==> src/hdl/mdsc_pkg.sv <==
// ============================================================================
// mdsc_pkg
// Shared types, codes and constants of the motor drive safety controller.
// ============================================================================
`default_nettype none

package mdsc_pkg;

    // item kinds
    localparam logic [1:0] MODE_APPLY = 2'd0;
    localparam logic [1:0] MODE_PULSE = 2'd1;
    localparam logic [1:0] MODE_TICK  = 2'd2;

    // stop causes
    localparam logic [1:0] CAUSE_NONE     = 2'd0;
    localparam logic [1:0] CAUSE_WATCHDOG = 2'd1;
    localparam logic [1:0] CAUSE_PULSE    = 2'd2;
    localparam logic [1:0] CAUSE_STALL    = 2'd3;

    // register map (index = paddr / 4)
    localparam int unsigned APB_ADDR_W = 5;
    localparam int unsigned APB_DATA_W = 32;
    localparam logic [2:0] REG_DRIVER_ATTACHED    = 3'd0;
    localparam logic [2:0] REG_ENABLE_PWM_MODE    = 3'd1;
    localparam logic [2:0] REG_ENCODERS_PRESENT   = 3'd2;
    localparam logic [2:0] REG_WATCHDOG_MS        = 3'd3;
    localparam logic [2:0] REG_STALL_LIMIT        = 3'd4;
    localparam logic [2:0] REG_STALL_FLOOR        = 3'd5;
    localparam logic [2:0] REG_PULSE_MAX_SPEED    = 3'd6;
    localparam logic [2:0] REG_PULSE_MAX_DUR_MS   = 3'd7;

    // register reset values
    localparam logic [15:0] WATCHDOG_MS_RST      = 16'd500;
    localparam logic [15:0] STALL_THRESHOLD_RST  = 16'd200;
    localparam logic [7:0]  STALL_FLOOR_RST      = 8'd10;
    localparam logic [6:0]  PULSE_MAX_SPEED_RST  = 7'd40;
    localparam logic [15:0] PULSE_MAX_DUR_RST    = 16'd2000;

    // drive math
    localparam logic [7:0]  SPEED_LIMIT   = 8'd100;
    // 10445/4096 overshoots 255/100 by < 0.005 over 0..100, so the floor is exact
    localparam logic [13:0] DUTY_RECIP    = 14'd10445;
    localparam logic [15:0] PULSE_MIN_MS  = 16'd50;
    localparam logic [15:0] ELAPSED_MAX   = 16'hFFFF;

    localparam int unsigned STALL_CHECK_PERIOD_DEF = 50;

    typedef struct packed {
        logic        driver_attached;
        logic        enable_pwm_mode;
        logic        encoders_present;
        logic [15:0] watchdog_ms;
        logic [15:0] stall_limit_ticks;
        logic [7:0]  stall_speed_floor;
        logic [6:0]  pulse_max_speed;
        logic [15:0] pulse_max_duration_ms;
    } cfg_t;

    typedef struct packed {
        logic [1:0]         mode;
        logic signed [7:0]  left_speed;
        logic signed [7:0]  right_speed;
        logic [15:0]        duration_ms;
        logic [31:0]        left_encoder;
        logic [31:0]        right_encoder;
    } cmd_t;

    typedef struct packed {
        logic [7:0]         pwm_ch0;
        logic [7:0]         pwm_ch1;
        logic [7:0]         pwm_ch2;
        logic [7:0]         pwm_ch3;
        logic               left_fwd_level;
        logic               left_bwd_level;
        logic               right_fwd_level;
        logic               right_bwd_level;
        logic signed [7:0]  left_speed_now;
        logic signed [7:0]  right_speed_now;
        logic [1:0]         stop_cause;
        logic               speed_changed;
    } res_t;

    // timer status seen by the top level
    typedef struct packed {
        logic wd_armed;
        logic pulse_armed;
        logic stall_armed;
        logic held_nonzero;
    } stat_t;

endpackage

`default_nettype wire

==> src/hdl/mdsc_if.sv <==
// ============================================================================
// mdsc_if
// Valid/ready channels for command words and result words.
// ============================================================================
`default_nettype none

interface mdsc_cmd_if;
    import mdsc_pkg::*;

    logic valid;
    logic ready;
    cmd_t data;

    modport source (output valid, output data, input ready);
    modport sink   (input valid, input data, output ready);
endinterface

interface mdsc_res_if;
    import mdsc_pkg::*;

    logic valid;
    logic ready;
    res_t data;

    modport source (output valid, output data, input ready);
    modport sink   (input valid, input data, output ready);
endinterface

`default_nettype wire

==> src/hdl/mdsc_apb_regs.sv <==
// ============================================================================
// mdsc_apb_regs
// APB register file holding the controller configuration.
// ============================================================================
`default_nettype none

module mdsc_apb_regs (
    input  wire logic                            clk,
    input  wire logic                            rst_n,
    input  wire logic                            psel,
    input  wire logic                            penable,
    input  wire logic                            pwrite,
    input  wire logic [mdsc_pkg::APB_ADDR_W-1:0] paddr,
    input  wire logic [mdsc_pkg::APB_DATA_W-1:0] pwdata,
    output      logic [mdsc_pkg::APB_DATA_W-1:0] prdata,
    output      logic                            pready,
    output      mdsc_pkg::cfg_t                  cfg
);
    import mdsc_pkg::*;

    cfg_t       cfg_reg;
    cfg_t       cfg_next;
    logic [2:0] reg_idx;
    logic       wr_en;

    assign pready  = 1'b1;
    assign reg_idx = paddr[APB_ADDR_W-1:2];
    assign wr_en   = psel && penable && pwrite && pready;
    assign cfg     = cfg_reg;

    // write decode
    always_comb
    begin
        cfg_next = cfg_reg;
        if (wr_en)
        begin
            case (reg_idx)
                REG_DRIVER_ATTACHED:    cfg_next.driver_attached       = pwdata[0];
                REG_ENABLE_PWM_MODE:    cfg_next.enable_pwm_mode       = pwdata[0];
                REG_ENCODERS_PRESENT:   cfg_next.encoders_present      = pwdata[0];
                REG_WATCHDOG_MS:        cfg_next.watchdog_ms           = pwdata[15:0];
                REG_STALL_LIMIT:        cfg_next.stall_limit_ticks     = pwdata[15:0];
                REG_STALL_FLOOR:        cfg_next.stall_speed_floor     = pwdata[7:0];
                REG_PULSE_MAX_SPEED:    cfg_next.pulse_max_speed       = pwdata[6:0];
                REG_PULSE_MAX_DUR_MS:   cfg_next.pulse_max_duration_ms = pwdata[15:0];
                default: ;
            endcase
        end
    end

    always_ff @(posedge clk or negedge rst_n)
    begin
        if (!rst_n)
        begin
            cfg_reg.driver_attached       <= 1'b0;
            cfg_reg.enable_pwm_mode       <= 1'b0;
            cfg_reg.encoders_present      <= 1'b0;
            cfg_reg.watchdog_ms           <= WATCHDOG_MS_RST;
            cfg_reg.stall_limit_ticks     <= STALL_THRESHOLD_RST;
            cfg_reg.stall_speed_floor     <= STALL_FLOOR_RST;
            cfg_reg.pulse_max_speed       <= PULSE_MAX_SPEED_RST;
            cfg_reg.pulse_max_duration_ms <= PULSE_MAX_DUR_RST;
        end
        else
        begin
            cfg_reg <= cfg_next;
        end
    end

    // read mux
    always_comb
    begin
        case (reg_idx)
            REG_DRIVER_ATTACHED:    prdata = {31'd0, cfg_reg.driver_attached};
            REG_ENABLE_PWM_MODE:    prdata = {31'd0, cfg_reg.enable_pwm_mode};
            REG_ENCODERS_PRESENT:   prdata = {31'd0, cfg_reg.encoders_present};
            REG_WATCHDOG_MS:        prdata = {16'd0, cfg_reg.watchdog_ms};
            REG_STALL_LIMIT:        prdata = {16'd0, cfg_reg.stall_limit_ticks};
            REG_STALL_FLOOR:        prdata = {24'd0, cfg_reg.stall_speed_floor};
            REG_PULSE_MAX_SPEED:    prdata = {25'd0, cfg_reg.pulse_max_speed};
            REG_PULSE_MAX_DUR_MS:   prdata = {16'd0, cfg_reg.pulse_max_duration_ms};
            default:                prdata = '0;
        endcase
    end

endmodule

`default_nettype wire

==> src/hdl/mdsc_core.sv <==
// ============================================================================
// mdsc_core
// Speed, drive and timer state with the per-word update logic.
// ============================================================================
`default_nettype none

module mdsc_core #(
    parameter int unsigned STALL_CHECK_PERIOD = mdsc_pkg::STALL_CHECK_PERIOD_DEF
) (
    input  wire logic           clk,
    input  wire logic           rst_n,
    input  wire logic           step,
    input  wire mdsc_pkg::cmd_t item,
    input  wire mdsc_pkg::cfg_t cfg,
    output      mdsc_pkg::res_t result,
    output      mdsc_pkg::stat_t status
);
    import mdsc_pkg::*;

    localparam int unsigned PW = $clog2(STALL_CHECK_PERIOD + 1);

    typedef struct packed {
        logic [3:0][7:0] duty;
        logic [3:0]      levels;
    } drive_t;

    typedef struct packed {
        logic signed [7:0] held_l;
        logic signed [7:0] held_r;
        drive_t            drive;
        logic [15:0]       wd_rem;
        logic              wd_armed;
        logic [15:0]       pulse_rem;
        logic              pulse_armed;
        logic              stall_armed;
        logic [1:0][31:0]  base;
        logic [1:0][15:0]  elapsed;
    } st_t;

    st_t           st_reg;
    st_t           st_next;
    logic [PW-1:0] period_reg;
    logic [PW-1:0] period_next;
    logic [1:0]    cause;
    logic          changed;
    logic          hit;
    logic signed [7:0] cmd_l;
    logic signed [7:0] cmd_r;
    logic [15:0]   dur;
    logic signed [7:0] side_speed;
    logic [31:0]   side_enc;

    // |s|, with -128 giving 128
    function automatic logic [7:0] mag8(input logic signed [7:0] s);
        logic [7:0] u;
        u = s;
        return s[7] ? (8'd0 - u) : u;
    endfunction

    // min(|s|,100)*255/100
    function automatic logic [7:0] duty_of(input logic signed [7:0] s);
        logic [7:0]  m;
        logic [21:0] p;
        m = mag8(s);
        if (m > SPEED_LIMIT)
            m = SPEED_LIMIT;
        p = 22'(m) * 22'(DUTY_RECIP);
        return p[19:12];
    endfunction

    function automatic logic signed [7:0] clamp_speed(input logic signed [7:0] s,
                                                       input logic [6:0] lim);
        logic signed [8:0] s9;
        logic signed [8:0] l9;
        logic signed [8:0] r9;
        s9 = {s[7], s};
        l9 = {2'b00, lim};
        if (s9 < -l9)
            r9 = -l9;
        else if (s9 > l9)
            r9 = l9;
        else
            r9 = s9;
        return r9[7:0];
    endfunction

    // one side of the H-bridge outputs
    function automatic drive_t drive_side(input drive_t d, input logic side,
                                          input logic signed [7:0] s, input logic en_mode);
        drive_t     r;
        logic [7:0] duty;
        r    = d;
        duty = duty_of(s);
        if (en_mode)
        begin
            r.levels[{side, 1'b0}] = (s != 8'sd0) && !s[7];
            r.levels[{side, 1'b1}] = s[7];
            r.duty[{1'b0, side}]   = duty;
        end
        else
        begin
            r.duty[{side, 1'b0}] = s[7] ? 8'd0 : duty;
            r.duty[{side, 1'b1}] = s[7] ? duty : 8'd0;
        end
        return r;
    endfunction

    // set speeds and rearm watchdog/stall (period counter handled by caller)
    function automatic st_t apply(input st_t s, input logic signed [7:0] l,
                                  input logic signed [7:0] r, input logic [31:0] enc_l,
                                  input logic [31:0] enc_r, input cfg_t c);
        st_t n;
        n             = s;
        n.held_l      = l;
        n.held_r      = r;
        n.pulse_armed = 1'b0;
        if (c.driver_attached)
        begin
            n.drive = drive_side(n.drive, 1'b0, l, c.enable_pwm_mode);
            n.drive = drive_side(n.drive, 1'b1, r, c.enable_pwm_mode);
        end
        n.wd_armed    = 1'b0;
        n.stall_armed = 1'b0;
        if (l != 8'sd0 || r != 8'sd0)
        begin
            n.wd_armed = 1'b1;
            n.wd_rem   = c.watchdog_ms;
            if (c.encoders_present)
            begin
                n.base[0]     = enc_l;
                n.base[1]     = enc_r;
                n.elapsed[0]  = '0;
                n.elapsed[1]  = '0;
                n.stall_armed = 1'b1;
            end
        end
        return n;
    endfunction

    // next state for the word in the input register
    always_comb
    begin
        st_next     = st_reg;
        period_next = period_reg;
        cause       = CAUSE_NONE;
        changed     = 1'b0;
        hit         = 1'b0;
        side_speed  = '0;
        side_enc    = '0;
        cmd_l       = item.left_speed;
        cmd_r       = item.right_speed;
        dur         = item.duration_ms;
        if (step)
        begin
            case (item.mode)
                MODE_APPLY, MODE_PULSE:
                begin
                    if (item.mode == MODE_PULSE)
                    begin
                        cmd_l = clamp_speed(item.left_speed, cfg.pulse_max_speed);
                        cmd_r = clamp_speed(item.right_speed, cfg.pulse_max_speed);
                        if (dur < PULSE_MIN_MS)
                            dur = PULSE_MIN_MS;
                        if (dur > cfg.pulse_max_duration_ms)
                            dur = cfg.pulse_max_duration_ms;
                    end
                    st_next = apply(st_next, cmd_l, cmd_r, item.left_encoder,
                                    item.right_encoder, cfg);
                    if ((cmd_l != 8'sd0 || cmd_r != 8'sd0) && cfg.encoders_present)
                        period_next = '0;
                    if (item.mode == MODE_PULSE)
                    begin
                        st_next.pulse_armed = 1'b1;
                        st_next.pulse_rem   = dur;
                    end
                    changed = 1'b1;
                end
                MODE_TICK:
                begin
                    // watchdog
                    if (st_next.wd_armed)
                    begin
                        if (st_next.wd_rem <= 16'd1)
                        begin
                            st_next.wd_rem   = '0;
                            st_next.wd_armed = 1'b0;
                            if (st_next.held_l != 8'sd0 || st_next.held_r != 8'sd0)
                            begin
                                st_next = apply(st_next, 8'sd0, 8'sd0, item.left_encoder,
                                                item.right_encoder, cfg);
                                cause   = CAUSE_WATCHDOG;
                                changed = 1'b1;
                            end
                        end
                        else
                        begin
                            st_next.wd_rem = st_next.wd_rem - 16'd1;
                        end
                    end
                    // pulse end
                    if (st_next.pulse_armed)
                    begin
                        if (st_next.pulse_rem <= 16'd1)
                        begin
                            st_next.pulse_rem   = '0;
                            st_next.pulse_armed = 1'b0;
                            st_next.held_l      = '0;
                            st_next.held_r      = '0;
                            if (cfg.driver_attached)
                            begin
                                st_next.drive = drive_side(st_next.drive, 1'b0, 8'sd0,
                                                           cfg.enable_pwm_mode);
                                st_next.drive = drive_side(st_next.drive, 1'b1, 8'sd0,
                                                           cfg.enable_pwm_mode);
                            end
                            st_next.stall_armed = 1'b0;
                            cause   = CAUSE_PULSE;
                            changed = 1'b1;
                        end
                        else
                        begin
                            st_next.pulse_rem = st_next.pulse_rem - 16'd1;
                        end
                    end
                    // stall check
                    if (st_next.stall_armed)
                    begin
                        for (int k = 0; k < 2; k++)
                        begin
                            if (st_next.elapsed[k] < ELAPSED_MAX)
                                st_next.elapsed[k] = st_next.elapsed[k] + 16'd1;
                        end
                        period_next = period_next + PW'(1);
                        if (period_next >= PW'(STALL_CHECK_PERIOD))
                        begin
                            period_next = '0;
                            if (cfg.encoders_present)
                            begin
                                for (int k = 0; k < 2; k++)
                                begin
                                    side_speed = (k == 0) ? st_next.held_l : st_next.held_r;
                                    side_enc   = (k == 0) ? item.left_encoder
                                                          : item.right_encoder;
                                    if (mag8(side_speed) >= cfg.stall_speed_floor)
                                    begin
                                        if (side_enc != st_next.base[k])
                                        begin
                                            st_next.base[k]    = side_enc;
                                            st_next.elapsed[k] = '0;
                                        end
                                        else if (st_next.elapsed[k] > cfg.stall_limit_ticks)
                                        begin
                                            hit = 1'b1;
                                        end
                                    end
                                end
                                if (hit)
                                begin
                                    st_next = apply(st_next, 8'sd0, 8'sd0, item.left_encoder,
                                                    item.right_encoder, cfg);
                                    cause   = CAUSE_STALL;
                                    changed = 1'b1;
                                end
                            end
                        end
                    end
                end
                default: ;
            endcase
        end
    end

    // result word from the updated state
    always_comb
    begin
        result.pwm_ch0         = st_next.drive.duty[0];
        result.pwm_ch1         = st_next.drive.duty[1];
        result.pwm_ch2         = cfg.enable_pwm_mode ? 8'd0 : st_next.drive.duty[2];
        result.pwm_ch3         = cfg.enable_pwm_mode ? 8'd0 : st_next.drive.duty[3];
        result.left_fwd_level  = cfg.enable_pwm_mode && st_next.drive.levels[0];
        result.left_bwd_level  = cfg.enable_pwm_mode && st_next.drive.levels[1];
        result.right_fwd_level = cfg.enable_pwm_mode && st_next.drive.levels[2];
        result.right_bwd_level = cfg.enable_pwm_mode && st_next.drive.levels[3];
        result.left_speed_now  = st_next.held_l;
        result.right_speed_now = st_next.held_r;
        result.stop_cause      = cause;
        result.speed_changed   = changed;
    end

    assign status.wd_armed     = st_reg.wd_armed;
    assign status.pulse_armed  = st_reg.pulse_armed;
    assign status.stall_armed  = st_reg.stall_armed;
    assign status.held_nonzero = (st_reg.held_l != 8'sd0) || (st_reg.held_r != 8'sd0);

    always_ff @(posedge clk or negedge rst_n)
    begin
        if (!rst_n)
        begin
            st_reg     <= '0;
            period_reg <= '0;
        end
        else if (step)
        begin
            st_reg     <= st_next;
            period_reg <= period_next;
        end
    end

endmodule

`default_nettype wire

==> src/hdl/motor_drive_safety_controller_top.sv <==
// ============================================================================
// motor_drive_safety_controller_top: two-motor drive with watchdog/pulse/stall stops
// Path: an accepted word passes the input register, then the result register.
// Throughput: one word per cycle while the result slot is free or being drained.
// Reset: rst_n async low; speeds, drive, timers cleared, registers to defaults.
// ============================================================================
`default_nettype none

module motor_drive_safety_controller_top #(
    parameter int unsigned STALL_CHECK_PERIOD = mdsc_pkg::STALL_CHECK_PERIOD_DEF
) (
    input  wire logic                            clk,
    input  wire logic                            rst_n,
    mdsc_cmd_if.sink                             cmd,
    mdsc_res_if.source                           res,
    input  wire logic                            psel,
    input  wire logic                            penable,
    input  wire logic                            pwrite,
    input  wire logic [mdsc_pkg::APB_ADDR_W-1:0] paddr,
    input  wire logic [mdsc_pkg::APB_DATA_W-1:0] pwdata,
    output      logic [mdsc_pkg::APB_DATA_W-1:0] prdata,
    output      logic                            pready
);
    import mdsc_pkg::*;

    cfg_t  cfg;
    res_t  core_res;
    stat_t status;

    logic  in_valid_reg;
    logic  in_valid_next;
    cmd_t  in_item_reg;
    logic  out_valid_reg;
    logic  out_valid_next;
    res_t  out_data_reg;
    logic  advance;
    logic  step;

    mdsc_apb_regs u_regs (
        .clk     (clk),
        .rst_n   (rst_n),
        .psel    (psel),
        .penable (penable),
        .pwrite  (pwrite),
        .paddr   (paddr),
        .pwdata  (pwdata),
        .prdata  (prdata),
        .pready  (pready),
        .cfg     (cfg)
    );

    mdsc_core #(
        .STALL_CHECK_PERIOD (STALL_CHECK_PERIOD)
    ) u_core (
        .clk    (clk),
        .rst_n  (rst_n),
        .step   (step),
        .item   (in_item_reg),
        .cfg    (cfg),
        .result (core_res),
        .status (status)
    );

    // pipeline control: result slot free or being drained
    assign advance   = !out_valid_reg || res.ready;
    assign step      = in_valid_reg && advance;
    assign cmd.ready = !in_valid_reg || advance;
    assign res.valid = out_valid_reg;
    assign res.data  = out_data_reg;

    always_comb
    begin
        in_valid_next = in_valid_reg;
        if (cmd.ready)
            in_valid_next = cmd.valid;
        out_valid_next = out_valid_reg;
        if (advance)
            out_valid_next = in_valid_reg;
    end

    always_ff @(posedge clk or negedge rst_n)
    begin
        if (!rst_n)
        begin
            in_valid_reg  <= 1'b0;
            out_valid_reg <= 1'b0;
        end
        else
        begin
            in_valid_reg  <= in_valid_next;
            out_valid_reg <= out_valid_next;
        end
    end

    // payload registers
    always_ff @(posedge clk)
    begin
        if (cmd.valid && cmd.ready)
            in_item_reg <= cmd.data;
        if (step)
            out_data_reg <= core_res;
    end

    // a stop always reports zero speeds as a change
    a_stop_zeroes: assert property (@(posedge clk) disable iff (!rst_n)
        res.valid && (res.data.stop_cause != CAUSE_NONE) |->
            res.data.speed_changed && (res.data.left_speed_now == 8'sd0)
            && (res.data.right_speed_now == 8'sd0))
        else $error("stop reported without zeroed speeds");

    // stall check only runs under a live watchdog
    a_stall_needs_wd: assert property (@(posedge clk) disable iff (!rst_n)
        status.stall_armed |-> status.wd_armed)
        else $error("stall check armed without watchdog");

    // nonzero held speed is always guarded by the watchdog
    a_moving_needs_wd: assert property (@(posedge clk) disable iff (!rst_n)
        status.held_nonzero |-> status.wd_armed)
        else $error("motors running without watchdog");

    // full pipeline with a stalled result must not take a new word
    a_backpressure: assert property (@(posedge clk) disable iff (!rst_n)
        in_valid_reg && out_valid_reg && !res.ready |-> !cmd.ready)
        else $error("input accepted while pipeline is full");

endmodule

`default_nettype wire
==> src/flat_wrapper.sv <==
// flat-port wrapper written by rule: the top's interface ports become plain ports
module motor_drive_safety_controller_top_flat import mdsc_pkg::*;
#(
    parameter int unsigned STALL_CHECK_PERIOD = mdsc_pkg::STALL_CHECK_PERIOD_DEF
)
  (clk, rst_n, psel, penable, pwrite, paddr, pwdata, prdata, pready, cmd_valid, cmd_data, cmd_ready, res_valid, res_data, res_ready);
  mdsc_cmd_if cmd_i ();
  mdsc_res_if res_i ();
  input  wire logic clk;
  input  wire logic rst_n;
  input  wire logic psel;
  input  wire logic penable;
  input  wire logic pwrite;
  input  wire logic [mdsc_pkg::APB_ADDR_W-1:0] paddr;
  input  wire logic [mdsc_pkg::APB_DATA_W-1:0] pwdata;
  output      logic [mdsc_pkg::APB_DATA_W-1:0] prdata;
  output      logic pready;
  input wire logic [$bits(cmd_i.valid)-1:0] cmd_valid;
  input wire logic [$bits(cmd_i.data)-1:0] cmd_data;
  output wire logic [$bits(cmd_i.ready)-1:0] cmd_ready;
  output wire logic [$bits(res_i.valid)-1:0] res_valid;
  output wire logic [$bits(res_i.data)-1:0] res_data;
  input wire logic [$bits(res_i.ready)-1:0] res_ready;
  assign cmd_i.valid = cmd_valid;
  assign cmd_i.data = cmd_data;
  assign cmd_ready = cmd_i.ready;
  assign res_valid = res_i.valid;
  assign res_data = res_i.data;
  assign res_i.ready = res_ready;
  motor_drive_safety_controller_top #(.STALL_CHECK_PERIOD(STALL_CHECK_PERIOD)) u_core (.clk(clk), .rst_n(rst_n), .cmd(cmd_i), .res(res_i), .psel(psel), .penable(penable), .pwrite(pwrite), .paddr(paddr), .pwdata(pwdata), .prdata(prdata), .pready(pready));
endmodule
==> config.mk <==
export PLATFORM = sky130hd
export DESIGN_NAME = motor_drive_safety_controller_top_flat
export DESIGN_NICKNAME = d
export VERILOG_FILES = /design/src/hdl/mdsc_pkg.sv /design/src/hdl/mdsc_if.sv /design/src/hdl/mdsc_apb_regs.sv /design/src/hdl/mdsc_core.sv /design/src/hdl/motor_drive_safety_controller_top.sv /design/src/flat_wrapper.sv
export SDC_FILE = /design/constraint.sdc
export NUM_CORES = 1
export LEC_CHECK = 0
export BUFFER_PORTS_ARGS = -buffer_cell sky130_fd_sc_hd__buf_2
export CAP_MARGIN = 20
export CORE_MARGIN = 3
export CORE_UTILIZATION = 40
export DETAILED_ROUTE_END_ITERATION = 12
export GPL_TIMING_DRIVEN = 1
export MAX_ROUTING_LAYER = met4
export PLACE_DENSITY = 0.68
export SLEW_MARGIN = 20
export SYNTH_ARGS = -nofsm -noshare
export SYNTH_HDL_FRONTEND = slang
export SYNTH_HIERARCHICAL = 1
export SYNTH_SLANG_ARGS = --single-unit
==> constraint.sdc <==
create_clock -name clk -period 16.95 [get_ports clk]
set_clock_uncertainty 0.2 [all_clocks]
set_input_delay 0.8475 -clock clk [delete_from_list [all_inputs] [get_ports clk]]
set_output_delay 0.8475 -clock clk [all_outputs]
set_load 0.005 [all_outputs]
-- After elaboration in Yosys (flattened, before gate mapping)
Index checks and enable logic that the tools add are counted.
- equal/unequal tests: 16
- magnitude comparators: 17
- muxes and demuxes: 126
- multipliers: 2
- reductions and logical operators: 40
- $add $sub $neg: 10
- operators with widths (operator ; count):
    183-bit two-way mux ; 9
    16-bit two-way mux ; 23
    183-bit case mux with 2 select lines ; 1
    52-bit two-way mux ; 5
    32-bit case mux with 8 select lines ; 1
    8-bit two-way mux ; 28
    97-bit two-way mux ; 2
    36-bit two-way mux ; 4
    32-bit two-way mux ; 4
    115-bit two-way mux ; 1
    32-bit inequality test ; 2
    18-bit two-way mux ; 3
    16-bit greater-than comparator ; 3
    8-bit by 14-bit multiplier with 20-bit output (second input constant) ; 2
    17-bit two-way mux ; 2
    16-bit by 1-bit adder with 16-bit output (second input constant) ; 2
    16-bit by 1-bit less-or-equal comparator with 1-bit output (second input constant) ; 2
    16-bit less-than comparator (second input constant) ; 2
    8-bit nonzero test ; 4
    1-bit by 8-bit subtractor with 8-bit output (first input constant) ; 4
    16-bit by 1-bit subtractor with 16-bit output (second input constant) ; 2
    2-bit two-way mux ; 15
    1-bit two-way mux ; 23
    8-bit by 9-bit less-than comparator with 1-bit output ; 2
    other kinds (27) ; 65
- output and inout port bits: 90
- register bits: 410

-- Logic depth before layout (Yosys ltp)
- depth in word-level cells: 34
- mapped depth: 43
- gate-level depth less buffers: 40

-- Cells and area by module
Netlist, hierarchy kept.
- by module, submodules not included (module ; sequential area each (µm²) ; times used ; cells an instance ; area each (µm²)):
    mdsc_core ; 4729.5 ; 1 ; 2176 ; 18391.4
    motor_drive_safety_controller_top ; 4644.5 ; 1 ; 161 ; 4698.3
    mdsc_apb_regs ; 1675.4 ; 1 ; 232 ; 3325.7

-- Worst setup path before layout
Ideal clock, no wire load.
- kind: register to register
- start: register u_core.u_regs.cfg_reg, in the netlist u_core/u_regs/cfg[16]
- end: register u_core.out_data_reg, in the netlist u_core/res.data[39] (data pin)
- cell stages (with the launch flop): 38
- data required time: 16.499 ns
- slack: 8.049 ns
- library setup time: 0.251 ns
- arrival time: 8.450 ns
- path through: dfrtp_1 clkbuf_1 inv_1 ha_1 nand3_1 inv_1 ha_1 clkbuf_1 a21o_1 nor2_1 a31oi_1 nand2_1 a21oi_1 nor4_1 a221oi_2 ha_1 nand2_1 or4_1 [2 not listed] a31oi_1 o21ai_0 clkbuf_1 nor2_1 inv_1 fa_1 inv_1 fa_1 fa_1 ha_1 a211o_1 or3_1 o211ai_1 a21oi_1 or3_1 and2_1 a221o_1 buf_4
- RTL lines (element ; line ; text):
    start: declaration ; mdsc_apb_regs.sv:21 ; cfg_t cfg_reg;
    start signal: assignment ; mdsc_apb_regs.sv:66 ; cfg_reg <= cfg_next;
    end signal: assignment ; motor_drive_safety_controller_top.sv:101 ; out_data_reg <= core_res;
    end: declaration ; motor_drive_safety_controller_top.sv:35 ; res_t out_data_reg;

-- Final worst setup path
- start: register u_core.u_regs.cfg_reg, in the netlist u_core/u_regs/cfg[16]
- end: register u_core.out_data_reg, in the netlist u_core/res.data[37] (data pin)
- word-level cells in the longest chain between the ends: 19
- elaborated cells on any way between the ends: 21
- those cells by class: add/sub: 2; mul: 1; order compare: 3; mux: 15
- ends and longest elaborated chain (element ; line ; text):
    7-bit negator with 9-bit output or 8-bit greater-than comparator (tied branches) ; mdsc_core.sv:79, mdsc_core.sv:80 ;
    8-bit by 9-bit less-than comparator with 1-bit output or 8-bit two-way mux (tied branches) ; mdsc_core.sv:78, mdsc_core.sv:80 ;
    8-bit two-way mux * ; mdsc_core.sv:78 ; if (s9 < -l9)
    8-bit two-way mux * ; mdsc_core.sv:158 ; if (item.mode == MODE_PULSE)
    8-bit two-way mux * ; mdsc_core.sv:155 ; case (item.mode)
    8-bit two-way mux * ; mdsc_core.sv:153 ; if (step)
    1-bit by 8-bit subtractor with 8-bit output ; mdsc_core.sv:57 ; return s[7] ? (8'd0 - u) : u;
    8-bit two-way mux ; mdsc_core.sv:57 ;
    [3 not listed] ; -- ;
    8-bit two-way mux ; mdsc_core.sv:155 ;
    8-bit two-way mux ; mdsc_core.sv:153 ;
    8-bit by 14-bit multiplier with 20-bit output ; mdsc_core.sv:67 ; p = 22'(m) * 22'(DUTY_RECIP);
    8-bit two-way mux * ; mdsc_core.sv:102 ; r.duty[{side, 1'b0}] = s[7] ? 8'd0 : duty;
    16-bit two-way mux * ; mdsc_core.sv:94 ; if (en_mode)
    36-bit two-way mux * ; mdsc_core.sv:117 ; if (c.driver_attached)
    183-bit case mux with 2 select lines * ; mdsc_core.sv:155 ;
    183-bit two-way mux * ; mdsc_core.sv:153 ;
Mark *: on every way between the ends. The rest lies on a longest branch, timed or not. The select of a mux whose other input is x is not followed.
A chain may end at the register's enable or synchronous reset.

==> implementation parameters <==
Parameter                              Value

Global routing
  Met1 usage in global routing    ~27%
  Vias in the first global route    between 20,000 and 25,000
  Global-route track usage on met3    between 3 and 4%
  Maximum number of pins on one net before global-route repair    131
  Global-route wire length before repair    around 110 mm
  Number of antenna violations at the first check in global routing    15
  GRT Max-Usage Layer    met2
  Total routing usage reported by global routing    around a fifth
  Met2 usage in global routing    32.85%
  Global-route congestion overflow total    0

Floorplanning
  Initial Utilization    roughly 41%
  I/O pins    232
  Row cnt    93
  DIE WIDTH    between 200 and 300 um
  Core area    64,810 um2
  Die footprint    slightly below 70,000 um2
  Height of the die    roughly 260 um

Cells and area
  Fraction of layout instances using a drive strength above 1    ~18%
  Flip-flop count of the largest register, all copies and words added    180
  Area grow syn2layout    11.00%
  Final #Nets    ~3,100
  Fillers    approximately 6,000

STA
  Number of setup violations in the final report    0
  Final-layout worst hold slack    roughly 0.14 ns
  Highest clock rate    0.09434 GHz
  Normalized max-slew margin    33.49%
  Total count of max-transition violations in the final report    0
  Number of hold-slack violations in the final timing report    0
  Share of the cycle needed by the critical path after routing    between 60% and 70%
  Sum of negative setup slack    0 ns
  Final setup slack of the worst path    6.350 ns
  Setup repair after global routing missed its margin    false
  Final min period    ~11 ns
  Slew @ Worst Pin    0.9976 ns

Drt
  Initial detailed-routing violation count    1,587
  Post-DRT Antenna Nets    0
  Via count of the routed design    between 20,000 and 25,000
  Pre-antenna DRT Iters    5
  Mean number of vias per cell    between 5 and 6
  Residual DRC    0
  Drt total wl    71.09 mm
  Routed wirelength normalized by instance count    19.75 um

Logic synthesis
  Mapped cell area    26,390 um2
  Syn_area_per_cell    slightly above 10 um2
  Synth Warn #    6
  Instance count of the mapped netlist    2,566

Placement
  Weighted congestion at the end of routability-driven global placement    0.9364
  Detailed placement HPWL    53.34 mm
  Post-placement setup slack    6.208 ns
  Port bufs    196

CTS
  CTS max path bufs    3
  Post-CTS setup buffer count    0
  Clock Latency Late Sink    0.61 ns
  Clock edge transition at the registers on the reported setup and hold paths    0.06 ns
  Number of CTS-inserted buffers    47
  Clock tree from TritonCTS    built
  Post-cts gate resize count    0
  Post-CTS Hold Fix Bufs    0
  Clock sinks    410
  CTS H-tree depth    2
  Cell at the root of the clock tree    clkbuf_16

Flow run
  Max-cap violation count    0

Power and ir drop
  Sw Share    between 40% and 50%
  Switching power total    around 0.0021 W
  Worst voltage drop across the vdd grid    0.1297 mV
  Leakage    between 10 and 15 nW
  Clock network power share    19.5%
  Cell internal power dissipation    0.002785 W
  Power Density    167.5 nW/um2
  Relative contribution of sequential cells to total power    between 20% and 30%
  Combinational group share of total power    a little over half

Worst setup path
  Crit Path Max Fanout    13
  Slowest cell on crit path    dfrtp_1
  CP endpoint kind    register
  Max incr delay on CP    0.79 ns
  CP required    17.19 ns
  Data arrival time at the worst-slack endpoint    10.84 ns
  Startpoint type of the worst setup path    register
  Setup CP Type    reg -> reg

Worst hold path
  Type of the worst min-delay path    in -> async

Status
  Status    finished clean
-- worst paths after layout --
kind / from / to / slack (ns) / cells after the start
max in group asynchronous: rst_n / u_core/u_core/st_reg[137] / 15.08 / 2
min in group clk: cmd_data[55] / u_core/in_item_reg[55] / 0.21 / 1
worst max register to register: u_core/u_regs/cfg[16] / u_core/res.data[37] / 6.35 / 34
worst max-delay path: u_core/u_regs/cfg[16] / u_core/res.data[37] / 6.35 / 34
worst min-delay path: rst_n / u_core/u_core/st_reg[57] / 0.14 / 1
worst min register to register: u_core/u_core/st_reg[157] / u_core/u_core/st_reg[157] / 0.27 / 2
-- metal layers --
layer	part of all wire, %	vias to the layer above	routed length [um]
met4	3.5	0	2481
met3	5.2	153	3687
li1	-	9575	-
met1	44	10100	31390
met5	0	-	0
met2	47	659	33530
-- cells in the final DEF, fill, tap and decap left out, drive strengths merged, types with 63 or more instances in the layout --
master,n
buf,217
ha,195
xnor2,75
a22o,75
nor2,154
o21ai,197
xor2,66
edfxtp,153
nand2,219
inv,157
dfrtp,238
clkbuf,63
mux2,118
a21oi,90
-- power groups by stage --
stage,registers (W),logic [W],clock network (W)
3_3_place_gp,0.00134,0.00248,0
3_5_place_dp,0.00135,0.00259,0
4_1_cts,0.00133,0.00261,0.000986
6_report,0.00133,0.00262,0.000957
2_1_floorplan,0.00129,0.00197,0
5_1_grt,0.00135,0.00299,0.00103
-- area by class of cell --
type	count	area [um2]	area share (%)
clock inverters	24	198.9	0.6791
inverters	153	574.3	1.960
diodes	12	30.03	0.1025
multi-input cells	1866	13970	47.67
clock buffers	63	1246	4.254
well taps	855	1070	3.652
flip-flops and latches	410	11050	37.72
repair buffers	217	1161	3.963
-- critical path: cells and delay by family (launching register included) --
kind                     cells  cell delay [ns]
AND/OR/NAND/NOR              8             1.28
flip-flops                   1             0.79
buffers and inverters        4             0.59
adder cells (fa/ha/maj)      7             2.76
multiplexers                 1             0.44
AO/OA/AOI/OAI               14             4.34
-- through the flow --
stage	total power [W]	std cells	instance area, um2	util, %
2_1_floorplan	0.003255	2585	26460	-
3_3_place_gp	0.003824	3501	27810	42.91
3_5_place_dp	0.003934	3501	27810	42.91
4_1_cts	0.004924	3588	29260	45.14
5_1_grt	0.005361	3599	29290	45.20
6_report	0.004908	3600	29300	45.20
Power figures use the tool's default switching activity.
